--- src/hdl/ahs_pkg.sv ---
`timescale 1ns / 1ps
// Shared types and codes for the auth handshake sequencer.
// No dependencies; used by ahs_decode and auth_handshake_sequencer.
package ahs_pkg;

  // handshake state codes
  localparam logic [3:0] ST_GREETING      = 4'd0;
  localparam logic [3:0] ST_CLIENT_RESP   = 4'd1;
  localparam logic [3:0] ST_SERVER_AUTH   = 4'd2;
  localparam logic [3:0] ST_CLIENT_SWITCH = 4'd3;
  localparam logic [3:0] ST_SERVER_SWITCH = 4'd4;
  localparam logic [3:0] ST_CLIENT_MORE   = 4'd5;
  localparam logic [3:0] ST_SERVER_MORE   = 4'd6;
  localparam logic [3:0] ST_DONE          = 4'd7;
  localparam logic [3:0] ST_FAILED        = 4'd8;

  // relay actions
  localparam logic [2:0] ACT_TO_CLIENT   = 3'd0;
  localparam logic [2:0] ACT_TO_SERVER   = 3'd1;
  localparam logic [2:0] ACT_COMPLETE    = 3'd2;
  localparam logic [2:0] ACT_RELAY_FAIL  = 3'd3;
  localparam logic [2:0] ACT_SILENT_FAIL = 3'd4;
  localparam logic [2:0] ACT_REJECT      = 3'd5;

  // error codes
  localparam logic [2:0] ERR_NONE           = 3'd0;
  localparam logic [2:0] ERR_EMPTY_GREETING = 3'd1;
  localparam logic [2:0] ERR_ROUND_TRIPS    = 3'd2;
  localparam logic [2:0] ERR_NESTED_SWITCH  = 3'd3;
  localparam logic [2:0] ERR_SWITCH_IN_MORE = 3'd4;
  localparam logic [2:0] ERR_TERMINAL       = 3'd5;

  localparam logic [7:0] MAX_RT_RESET = 8'd10;
  localparam logic [8:0] RT_SAT       = 9'd511;

  typedef struct packed {
    logic [23:0] body_len;
    logic [7:0]  first_byte;
    logic [7:0]  second_byte;
  } ahs_in_t;

  typedef struct packed {
    logic [2:0] action;
    logic [3:0] new_state;
    logic [2:0] fault_code;
  } ahs_out_t;

endpackage

--- src/hdl/auth_handshake_sequencer.sv ---
`timescale 1ns / 1ps
// Top level of the auth handshake sequencer: request register, result register,
// handshake state and round-trip counter. Depends on ahs_pkg and ahs_decode.

// Takes one packet descriptor per cycle while not stalled and returns one result
// per request. An accepted request waits in the input register and then moves to
// the result register, which it leaves when the output is not stalled. A single
// decode of state, body length, two bytes and the round-trip compare feeds
// the result register, and the handshake state and round-trip count update in
// the same edge, so the next request sees them at once. The input stalls only
// when both registers hold items and the output is stalled.
// cfg_ready is always high; max_round_trips resets to 10.
module auth_handshake_sequencer (
  input  logic              clk,
  input  logic              rst_n,
  input  logic              in_valid,
  output logic              in_stall,
  input  ahs_pkg::ahs_in_t  in_data,
  output logic              out_valid,
  input  logic              out_stall,
  output ahs_pkg::ahs_out_t out_data,
  input  logic              cfg_valid,
  output logic              cfg_ready,
  input  logic [7:0]        cfg_data
);

  logic              req_valid_r, req_valid_nxt;
  ahs_pkg::ahs_in_t  req_r, req_nxt;
  logic              out_valid_r, out_valid_nxt;
  ahs_pkg::ahs_out_t out_data_r, out_data_nxt;
  logic [3:0]        state_r, state_nxt;
  logic [8:0]        rt_count_r, rt_count_nxt;
  logic [7:0]        max_rt_r, max_rt_nxt;

  ahs_pkg::ahs_out_t dec_res;
  logic              dec_rt_inc;
  logic              move;
  logic              take;

  ahs_decode u_decode (
    .req      (req_r),
    .state    (state_r),
    .rt_count (rt_count_r),
    .max_rt   (max_rt_r),
    .res      (dec_res),
    .rt_inc   (dec_rt_inc)
  );

  // request moves to the result register when that slot is free or draining
  assign move     = req_valid_r && (!out_valid_r || !out_stall);
  assign in_stall = req_valid_r && !move;
  assign take     = in_valid && !in_stall;

  assign cfg_ready = 1'b1;
  assign out_valid = out_valid_r;
  assign out_data  = out_data_r;

  always_comb begin
    req_valid_nxt = req_valid_r;
    req_nxt       = req_r;
    out_valid_nxt = out_valid_r;
    out_data_nxt  = out_data_r;
    state_nxt     = state_r;
    rt_count_nxt  = rt_count_r;
    max_rt_nxt    = max_rt_r;

    if (out_valid_r && !out_stall) begin
      out_valid_nxt = 1'b0;
    end
    if (move) begin
      req_valid_nxt = 1'b0;
      out_valid_nxt = 1'b1;
      out_data_nxt  = dec_res;
      state_nxt     = dec_res.new_state;
      if (dec_rt_inc && rt_count_r != ahs_pkg::RT_SAT) begin
        rt_count_nxt = rt_count_r + 9'd1;
      end
    end
    if (take) begin
      req_valid_nxt = 1'b1;
      req_nxt       = in_data;
    end
    if (cfg_valid) begin
      max_rt_nxt = cfg_data;
    end
  end

  always_ff @(posedge clk) begin
    if (!rst_n) begin
      req_valid_r <= 1'b0;
      out_valid_r <= 1'b0;
      state_r     <= ahs_pkg::ST_GREETING;
      rt_count_r  <= 9'd0;
      max_rt_r    <= ahs_pkg::MAX_RT_RESET;
    end else begin
      req_valid_r <= req_valid_nxt;
      out_valid_r <= out_valid_nxt;
      state_r     <= state_nxt;
      rt_count_r  <= rt_count_nxt;
      max_rt_r    <= max_rt_nxt;
    end
  end

  always_ff @(posedge clk) begin
    req_r      <= req_nxt;
    out_data_r <= out_data_nxt;
  end

  a_reject_fails: assert property (@(posedge clk) disable iff (!rst_n)
    (out_valid_r && out_data_r.action == ahs_pkg::ACT_REJECT)
      |-> out_data_r.new_state == ahs_pkg::ST_FAILED)
    else $error("rejected result does not move to failed");

  a_err_only_on_reject: assert property (@(posedge clk) disable iff (!rst_n)
    (out_valid_r && out_data_r.action != ahs_pkg::ACT_REJECT)
      |-> out_data_r.fault_code == ahs_pkg::ERR_NONE)
    else $error("error code set on a non-rejected result");

  a_state_tracks_result: assert property (@(posedge clk) disable iff (!rst_n)
    move |=> (state_r == out_data_r.new_state && out_valid_r))
    else $error("handshake state differs from last result");

  a_terminal_sticks: assert property (@(posedge clk) disable iff (!rst_n)
    (move && (state_r == ahs_pkg::ST_DONE || state_r == ahs_pkg::ST_FAILED))
      |=> state_r == ahs_pkg::ST_FAILED)
    else $error("left a terminal state");

  a_rt_monotonic: assert property (@(posedge clk) disable iff (!rst_n)
    1'b1 |=> rt_count_r >= $past(rt_count_r))
    else $error("round-trip count went down");

endmodule

--- src/hdl/ahs_decode.sv ---
`timescale 1ns / 1ps
// Transition decode: classifies one request against the current state.
// Depends on ahs_pkg for the request/result types and codes.
module ahs_decode (
  input  ahs_pkg::ahs_in_t  req,
  input  logic [3:0]        state,
  input  logic [8:0]        rt_count,
  input  logic [7:0]        max_rt,
  output ahs_pkg::ahs_out_t res,
  output logic              rt_inc
);

  typedef enum logic [2:0] {
    CLS_OK,
    CLS_ERR,
    CLS_EOF,
    CLS_SWITCH,
    CLS_MORE,
    CLS_UNKNOWN
  } cls_t;

  localparam logic [7:0]  PKT_OK        = 8'h00;
  localparam logic [7:0]  PKT_ERR       = 8'hFF;
  localparam logic [7:0]  PKT_EOF       = 8'hFE;
  localparam logic [7:0]  PKT_MORE      = 8'h01;
  localparam logic [7:0]  FAST_OK_MARK  = 8'h03;
  localparam logic [23:0] SWITCH_MINLEN = 24'd9;

  cls_t       cls;
  logic       len_zero;
  logic       fast;
  logic       limit;
  logic [2:0] act;
  logic [3:0] nxt;
  logic [2:0] err;

  assign len_zero = (req.body_len == 24'd0);
  assign fast     = (|req.body_len[23:1]) && (req.second_byte == FAST_OK_MARK);
  assign limit    = (rt_count >= {1'b0, max_rt});

  always_comb begin
    if (len_zero) begin
      cls = CLS_UNKNOWN;
    end else begin
      case (req.first_byte)
        PKT_OK:   cls = CLS_OK;
        PKT_ERR:  cls = CLS_ERR;
        PKT_EOF:  cls = (req.body_len < SWITCH_MINLEN) ? CLS_EOF : CLS_SWITCH;
        PKT_MORE: cls = CLS_MORE;
        default:  cls = CLS_UNKNOWN;
      endcase
    end
  end

  always_comb begin
    act = ahs_pkg::ACT_REJECT;
    nxt = ahs_pkg::ST_FAILED;
    err = ahs_pkg::ERR_TERMINAL;
    case (state)
      ahs_pkg::ST_GREETING: begin
        if (len_zero) begin
          err = ahs_pkg::ERR_EMPTY_GREETING;
        end else begin
          act = ahs_pkg::ACT_TO_CLIENT;
          nxt = ahs_pkg::ST_CLIENT_RESP;
          err = ahs_pkg::ERR_NONE;
        end
      end
      ahs_pkg::ST_CLIENT_RESP: begin
        act = ahs_pkg::ACT_TO_SERVER;
        nxt = ahs_pkg::ST_SERVER_AUTH;
        err = ahs_pkg::ERR_NONE;
      end
      ahs_pkg::ST_CLIENT_SWITCH: begin
        act = ahs_pkg::ACT_TO_SERVER;
        nxt = ahs_pkg::ST_SERVER_SWITCH;
        err = ahs_pkg::ERR_NONE;
      end
      ahs_pkg::ST_CLIENT_MORE: begin
        act = ahs_pkg::ACT_TO_SERVER;
        nxt = ahs_pkg::ST_SERVER_MORE;
        err = ahs_pkg::ERR_NONE;
      end
      ahs_pkg::ST_SERVER_AUTH, ahs_pkg::ST_SERVER_SWITCH, ahs_pkg::ST_SERVER_MORE: begin
        err = ahs_pkg::ERR_NONE;
        case (cls)
          CLS_OK: begin
            act = ahs_pkg::ACT_COMPLETE;
            nxt = ahs_pkg::ST_DONE;
          end
          CLS_ERR, CLS_EOF: begin
            act = ahs_pkg::ACT_RELAY_FAIL;
          end
          CLS_SWITCH: begin
            if (state == ahs_pkg::ST_SERVER_AUTH) begin
              act = ahs_pkg::ACT_TO_CLIENT;
              nxt = ahs_pkg::ST_CLIENT_SWITCH;
            end else if (state == ahs_pkg::ST_SERVER_SWITCH) begin
              err = ahs_pkg::ERR_NESTED_SWITCH;
            end else begin
              err = ahs_pkg::ERR_SWITCH_IN_MORE;
            end
          end
          CLS_MORE: begin
            if (state != ahs_pkg::ST_SERVER_AUTH && limit) begin
              err = ahs_pkg::ERR_ROUND_TRIPS;
            end else begin
              act = ahs_pkg::ACT_TO_CLIENT;
              // fast auth keeps waiting on the server, except after a switch
              if (state == ahs_pkg::ST_SERVER_SWITCH || !fast) begin
                nxt = ahs_pkg::ST_CLIENT_MORE;
              end else begin
                nxt = ahs_pkg::ST_SERVER_MORE;
              end
            end
          end
          default: begin
            if (state != ahs_pkg::ST_SERVER_MORE) begin
              act = ahs_pkg::ACT_SILENT_FAIL;
            end else if (limit) begin
              err = ahs_pkg::ERR_ROUND_TRIPS;
            end else begin
              act = ahs_pkg::ACT_TO_CLIENT;
              nxt = ahs_pkg::ST_CLIENT_MORE;
            end
          end
        endcase
      end
      // done, failed and unused codes are terminal
      default: begin
        act = ahs_pkg::ACT_REJECT;
      end
    endcase
  end

  assign res.action     = act;
  assign res.new_state  = nxt;
  assign res.fault_code = err;
  assign rt_inc = (act != ahs_pkg::ACT_REJECT) &&
                  (nxt inside {ahs_pkg::ST_CLIENT_MORE, ahs_pkg::ST_CLIENT_SWITCH});

endmodule
--- config.mk ---
export PLATFORM = sky130hd
export DESIGN_NAME = auth_handshake_sequencer
export DESIGN_NICKNAME = d
export VERILOG_FILES = /design/src/hdl/ahs_pkg.sv /design/src/hdl/auth_handshake_sequencer.sv /design/src/hdl/ahs_decode.sv
export SDC_FILE = /design/constraint.sdc
export NUM_CORES = 1
export LEC_CHECK = 0
export BUFFER_PORTS_ARGS = -buffer_cell sky130_fd_sc_hd__buf_4
export CAP_MARGIN = 20
export CORE_UTILIZATION = 42
export CTS_CLUSTER_DIAMETER = 40
export DETAILED_ROUTE_END_ITERATION = 16
export PLACE_DENSITY = 0.71
export SLEW_MARGIN = 5
export SYNTH_ARGS = -nofsm -noshare
export SYNTH_HDL_FRONTEND = slang
export SYNTH_SLANG_ARGS = --single-unit
--- constraint.sdc ---
create_clock -name clk -period 3.76 [get_ports clk]
set_input_delay 0.188 -clock clk [delete_from_list [all_inputs] [get_ports clk]]
set_output_delay 0.188 -clock clk [all_outputs]
set_load 0.005 [all_outputs]
==> impl_results.md, run 1 <==
* Worst Hold End: req_r[16]
* Gr usage total at ~16%
* Setup CP Type: flip-flop to flip-flop
* Final worst slack at between 0.6 and 0.7 ns
* Slew headroom at 29.4%
* WP data arrival at about 3.4 ns
* CP endpoint kind: flip-flop
* R2R cell count at 8
* GRT overflow at 0
* Final wirelength at about 6900 microns
* Syn_nets at around 350
* Final #Nets at 442
* Reg2reg setup slack at roughly 0.66 ns
* Async set-reset flop share out of synthesis at 0%
* Port Buffer Count at 64
* Reg clk slew, reported paths at 0.08 ns
* Vias per inst at ~5.2
* Number of remaining DRC errors at 0
* CTS Buf Count at 9
* Synth Flop Type: edfxtp_1
* Final Max Slew Viols at 0
* Later-pin clock latency in the skew report at 0.34 ns
* Post-route clock skew at between 0.005 and 0.006 ns
* Final Setup Violations at 0
* ANT nets after route at 0
* Initial DRT Pass Iterations at 4
* Final Critical Period at slightly above 3 ns
* RSZ-0062 raised after global routing: false
* Outcome: complete, no violations
* Initial antenna violation count at 0
* Starting Density at between 40 and 50%
* Hold depth at 1
* Post-place setup slack at roughly 0.73 ns
* DRT iter0 DRCs at between 200 and 250
* Number of global-route vias before repair at between 2k and 2.5k
* WP data required at roughly 4 ns
* Multi-input logic area at about 1200 sq um
* Hold crit path type: primary input to flip-flop
* Ports at 66
* Number of warnings issued by yosys at 0
* Setup TNS at 0 ns
* Sequential share of the synthesized area at about 60%
* Max-Cap Viols at 0
* Static Leak at around 1.7 nW
* PwrDens at 396 nW/um^2
* Synthesized area at 3300 sq um
* Via count at between 2k and 3k
* Register area at just under 2000 sq um
* Cells after synthesis at ~280
* Layout cell share with drive strength beyond 1 at 24.2%
* Final worst path period share at between 80 and 90%
* CP max FO at 15
* Die area at around 8200 sq um
* CP Launch Type: flip-flop
* First-pass GRT wire length at 10,600 microns
* FF-to-FF End: rt_count_r[3]
* Die span in x at 90.7 microns
* Antenna Cells at 0
* Cell row count at 31
* H-tree Lvls at 3
* Final Hold Vio Count at 0
* CTS root buf: clkbuf_8
* Synth Register Bits at between 70 and 80
* Synth Area per Inst at roughly 12 sq um
* Fillers at roughly 600
* Setup bufs post-CTS at 0
* CTS tree: built
* GP Congestion at ~0.84
* Max VDD drop at ~0.22 mV
* Hold Path Origin: in_data[16]
* Synth unique cells at 54
* Area added between synthesis and finish at 33.1%
* FF-to-FF Start: req_r[13]
* Peak Freq at between 300 and 400 MHz
* EDFF count, synth at 50
* Core area at ~7400 sq um
* Post-DP HPWL at between 4000 and 5000 microns
* CTS Sinks at 73
* Clock Tree Buf Depth at 2
* Die Span Y at ~90 microns
* Largest net degree at the start of global routing at 41
* Worst-Margin Slew at about 1.1 ns
* WL/cell at roughly 14 microns
-- report_power, final --
| group | switching (mW) | internal, mW | total [mW] |
|---|---|---|---|
| combinational | 0.0569 | 0.0803 | 0.137 |
| clock | 0.308 | 0.378 | 0.686 |
| sequential | 0.0170 | 0.898 | 0.915 |
-- flip-flops by register name, indices dropped and copies added, names as in the netlist --
name	flops
out_valid	1
req_r	40
rt_count_r	9
max_rt_r	8
out_data	10
req_valid_r	1
state_r	4
-- cells in the final DEF (no fill, tap or decap), drive strengths merged, types with 5 or more instances in the layout --
master and count:
a21oi 18, and3 5, buf 65, clkbuf 10, dfxtp 23, dlygate4sd3 31
edfxtp 50, ha 10, inv 15, mux2i 9, nand2 18, nand2b 6
nand3 11, nor2 23, nor3 5, nor4 7, o21ai 11, o31ai 9
or4 9
-- layer usage --
layer	vias up	part of all wire [%]	global-route usage [%]
met5	-	0	0
li1	1256	-	-
met3	9	5.2	4.46
met4	0	1.4	7.80
met2	78	49	25.8
met1	1166	45	21.0
-- cells by family after synthesis --
family          after synthesis  synth area share, %
compound gates               61                 12.7
xor+xnor                      2                0.758
fa+ha+maj                    10                 3.79
buf+inv                      24                 3.22
flops                        73                 59.4
mux                          10                 3.07
other cells                   1                0.114
simple gates                101                 16.9
-- worst max path at each step --
stage | start | cells past startpoint | slack (ns) | endpoint
finish | req_r[13] | 8 | 0.66 | rt_count_r[3]
global route | req_r[36] | 8 | 0.38 | rt_count_r[5]
CTS | req_r[13] | 8 | 0.73 | rt_count_r[3]
detailed placement | req_r[13] | 8 | 0.73 | rt_count_r[3]
global placement | req_r[13] | 7 | 0.84 | rt_count_r[4]
floorplan | rt_count_r[0] | 11 | 0.95 | rt_count_r[7]
-- per-stage QoR --
step	instance area, sq um	utilization [%]	cells	hold slack (ns)	power (mW)
detailed placement	3870	52.2	436	0.367	1.04
global placement	3870	52.2	436	0.366	1.04
global route	4390	59.3	483	-0.00286	1.80
floorplan	3300	-	282	0.287	0.983
CTS	4080	55.1	452	0.00252	1.71
finish	4390	59.3	483	0.0160	1.74
-- synth_stat cells (2+ instances only) --
master / instances / area (sq um)
buf_4: 2 / 15.0
or4_4: 2 / 22.5
nor2b_1: 2 / 12.5
mux2i_1: 9 / 90.1
a21oi_1: 16 / 80.1
a31oi_1: 2 / 12.5
ha_1: 10 / 125
nor4_1: 6 / 37.5
nand2_1: 18 / 67.6
dfxtp_1: 23 / 460
o21ai_0: 11 / 55.1
inv_1: 13 / 48.8
and3_1: 5 / 31.3
nand2b_1: 6 / 37.5
o21a_1: 3 / 22.5
and2_1: 4 / 25.0
nand3_1: 11 / 55.1
and4_1: 2 / 17.5
nor3_1: 5 / 25.0
edfxtp_1: 50 / 1500
or2_2: 4 / 25.0
or4_1: 7 / 52.6
nor2_1: 23 / 86.3
o31ai_1: 9 / 67.6
a211oi_1: 2 / 15.0
o211ai_1: 2 / 15.0
o22ai_1: 3 / 18.8
clkbuf_1: 6 / 22.5
-- final cells by class --
| type | instances | area share, % |
|---|---|---|
| clock buffer | 10 | 2.90 |
| multi-input combinational | 185 | 28.2 |
| sequential | 73 | 44.6 |
| timing repair buffer | 96 | 18.2 |
| inverter | 14 | 1.20 |
| clock inverter | 6 | 2.05 |
| tap | 99 | 2.82 |
-- worst max-delay path, cell delays in order, from the launching register on --
cell	delay, ns
edfxtp_1	0.39
or4_4	0.57
nor4_4	0.34
nand3_1	0.22
o21ai_0	0.38
a21oi_4	0.14
xnor2_2	0.26
or4_1	0.55
a21oi_1	0.16
-- repair_timing --
action	CTS	global route
hold buffers	0	31
resized for setup	0	0
endpoints found under the hold margin	0	31
No activity file was read; power rests on OpenSTA's default activity.
==> run 2: changes to the inputs <==
- PLACE_DENSITY: 0.71 -> 0.73
- clock period: 3.76 -> 2.5 ns (I/O delays scaled with it)
==> run 2 against run 1 <==
The flow now finishes with violations (negative setup slack). Non-clock buffer count increased by 59. Worst setup slack got worse by 0.93 ns. Utilization increased by 8.2 points. Clock power increased by 43%. Combinational power increased by 91%. Design area increased by 14%. Cell count increased by 12%. Clock skew increased by 0.0053 ns. Wire length increased by 29%. Sequential power increased by 51%. Hold slack got worse by 0.0061 ns. Critical endpoint is now rt_count_r[5].
==> impl_results.md, run 2 (synthesis results as in run 1) <==
* Final worst slack at -0.269 ns
* Tot Pwr at roughly 2.6 mW
* Gr usage total at about 22%
* PwrDens at between 500 and 600 nW/um^2
* Setup CP Type: flip-flop to flip-flop
* Starting Density at 44.6%
* Final worst path period share at 111%
* Finished Layout Cells at roughly 540
* WL/cell at 16.3 microns
* Finished Cell Area at roughly 5000 sq um
* Commonest non-fill, non-tap cell in the layout: buf_4
* Initial antenna violation count at 0
* Ports at 66
* Post-place setup slack at -0.235 ns
* Antenna Cells at 0
* Met3 WL at roughly 470 microns
* Cell row count at 31
* Final Setup Violations at 13
* Final #Nets at ~500
* DRT iter0 DRCs at 181
* Die span in x at around 90 microns
* Max VDD drop at between 0.4 and 0.5 mV
* Logic gate share of total power at about a tenth
* CTS Buf Count at 9
* Sw Pwr at 0.641 mW
* CTS root buf: clkbuf_8
* Initial DRT Pass Iterations at 4
* WP data arrival at about 3.0 ns
* Post-DP HPWL at 5080 microns
* Final Critical Period at around 2.8 ns
* Setup TNS at -2.35 ns
* Vias per inst at about 5.3
* Hold Path Origin: cfg_data[2]
* Reg power frac at 52.6%
* RSZ-0062 raised after global routing: true
* Switching Share at approximately 24%
* Worst-Margin Slew at 0.549 ns
* Final Hold Slack at a little under 0.01 ns
* Failing checks: negative setup slack
* Reg clk slew, reported paths at about 0.09 ns
* Hold crit path type: primary input to flip-flop
* Die Span Y at approximately 90 microns
* CP Launch Type: flip-flop
* FF-to-FF End: rt_count_r[5]
* Post-DP Area at between 4000 and 5000 sq um
* R2R cell count at 9
* Slew headroom at a little over three fifths
* Max Used Layer: met4
* DR WL met2 at ~4600 microns
* Post-route clock skew at between 0.01 and 0.015 ns
* Placed Instances at ~470
* Number of remaining DRC errors at 0
* Final wirelength at around 8800 microns
* Port Buffer Count at between 60 and 70
* GRT overflow at 0
* Met1 wire length at around 3400 microns
* Clock Power Share at 37.5%
* Hold depth at 3
* Number of global-route vias before repair at just under 3k
* Clock Tree Buf Depth at 2
* Max-Cap Viols at 0
* CTS tree: built
* Final Max Slew Viols at 0
* Final Hold Vio Count at 0
* H-tree Lvls at 3
* Via count at approximately 2.9k
* Most frequent cells in the layout: buf_4 (112), edfxtp_1 (50), dlygate4sd3_1 (43)
* Static Leak at roughly 2.0 nW
* GP Congestion at 0.893
* FF-to-FF Start: req_r[36]
* Peak Freq at 361 MHz
* Die area at approximately 8200 sq um
* Outcome: finished with violations
* Reg2reg setup slack at -0.27 ns
* Pint at 1.98 mW
* First-pass GRT wire length at 14,100 microns
* CP endpoint kind: flip-flop
* CTS Sinks at 73
* Number of flip-flops in the largest register at 40
* Worst Hold End: max_rt_r[2]
* Layout cell share with drive strength beyond 1 at 37.2%
* ANT nets after route at 0
* Later-pin clock latency in the skew report at ~0.37 ns
* Area added between synthesis and finish at 51.6%
* Final core occ at between 60% and 70%
* Largest Register: req_r
* Core area at about 7400 sq um
* Largest net degree at the start of global routing at 41
* CP max FO at 11
* WP data required at 2.77 ns
run 2: critical path: stages, from the launching register on:
cell	delay [ns]
edfxtp_1	0.40
nor4_2	0.38
buf_4	0.18
nand3_1	0.10
o21bai_1	0.22
nor3_1	0.10
o31a_2	0.42
xnor2_4	0.19
or4_1	0.52
a21oi_1	0.15
run 2: worst max-delay path by stage:
| stage | cells past startpoint | start | endpoint | slack [ns] |
|---|---|---|---|---|
| after floorplan | 8 | req_r[14] | rt_count_r[7] | -0.17 |
| after global placement | 7 | req_r[14] | rt_count_r[6] | -0.21 |
| after detailed placement | 8 | req_r[24] | rt_count_r[4] | -0.23 |
| after CTS | 8 | req_r[14] | rt_count_r[2] | -0.21 |
| after global routing | 9 | req_r[36] | rt_count_r[4] | -0.37 |
| final | 9 | req_r[36] | rt_count_r[5] | -0.27 |
run 2: layout make-up:
cell class	instances	area [sq um]
clock inverters	7	83.8
multi-input cells	186	1380
clock buffers	9	124
fillers	498	2400
inverters	14	52.6
repair buffers	155	1270
flip-flops and latches	73	1970
well taps	99	124
run 2: power by group through the flow:
stage / logic [mW] / registers (mW) / clock network (mW)
floorplan: 0.0834 / 1.40 / 0
CTS: 0.245 / 1.37 / 0.986
global placement: 0.179 / 1.40 / 0
global route: 0.282 / 1.38 / 1.05
detailed placement: 0.183 / 1.40 / 0
finish: 0.261 / 1.38 / 0.983
run 2: routing by layer:
metal	vias to the layer above	track usage, %
li1	1383	-
met1	1351	24.8
met2	117	41.4
met3	27	3.87
met4	0	9.95
met5	-	0
run 2: repair_timing:
| action | 4_1_cts | 5_1_grt |
|---|---|---|
| hold buffers | 43 | 0 |
| hold endpoints to repair | 43 | 0 |
| pin swaps | 4 | 6 |
| gates resized for setup | 9 | 17 |
| cloned | 1 | 0 |
| endpoints found under the setup margin | 11 | 15 |
| setup buffers | 5 | 4 |
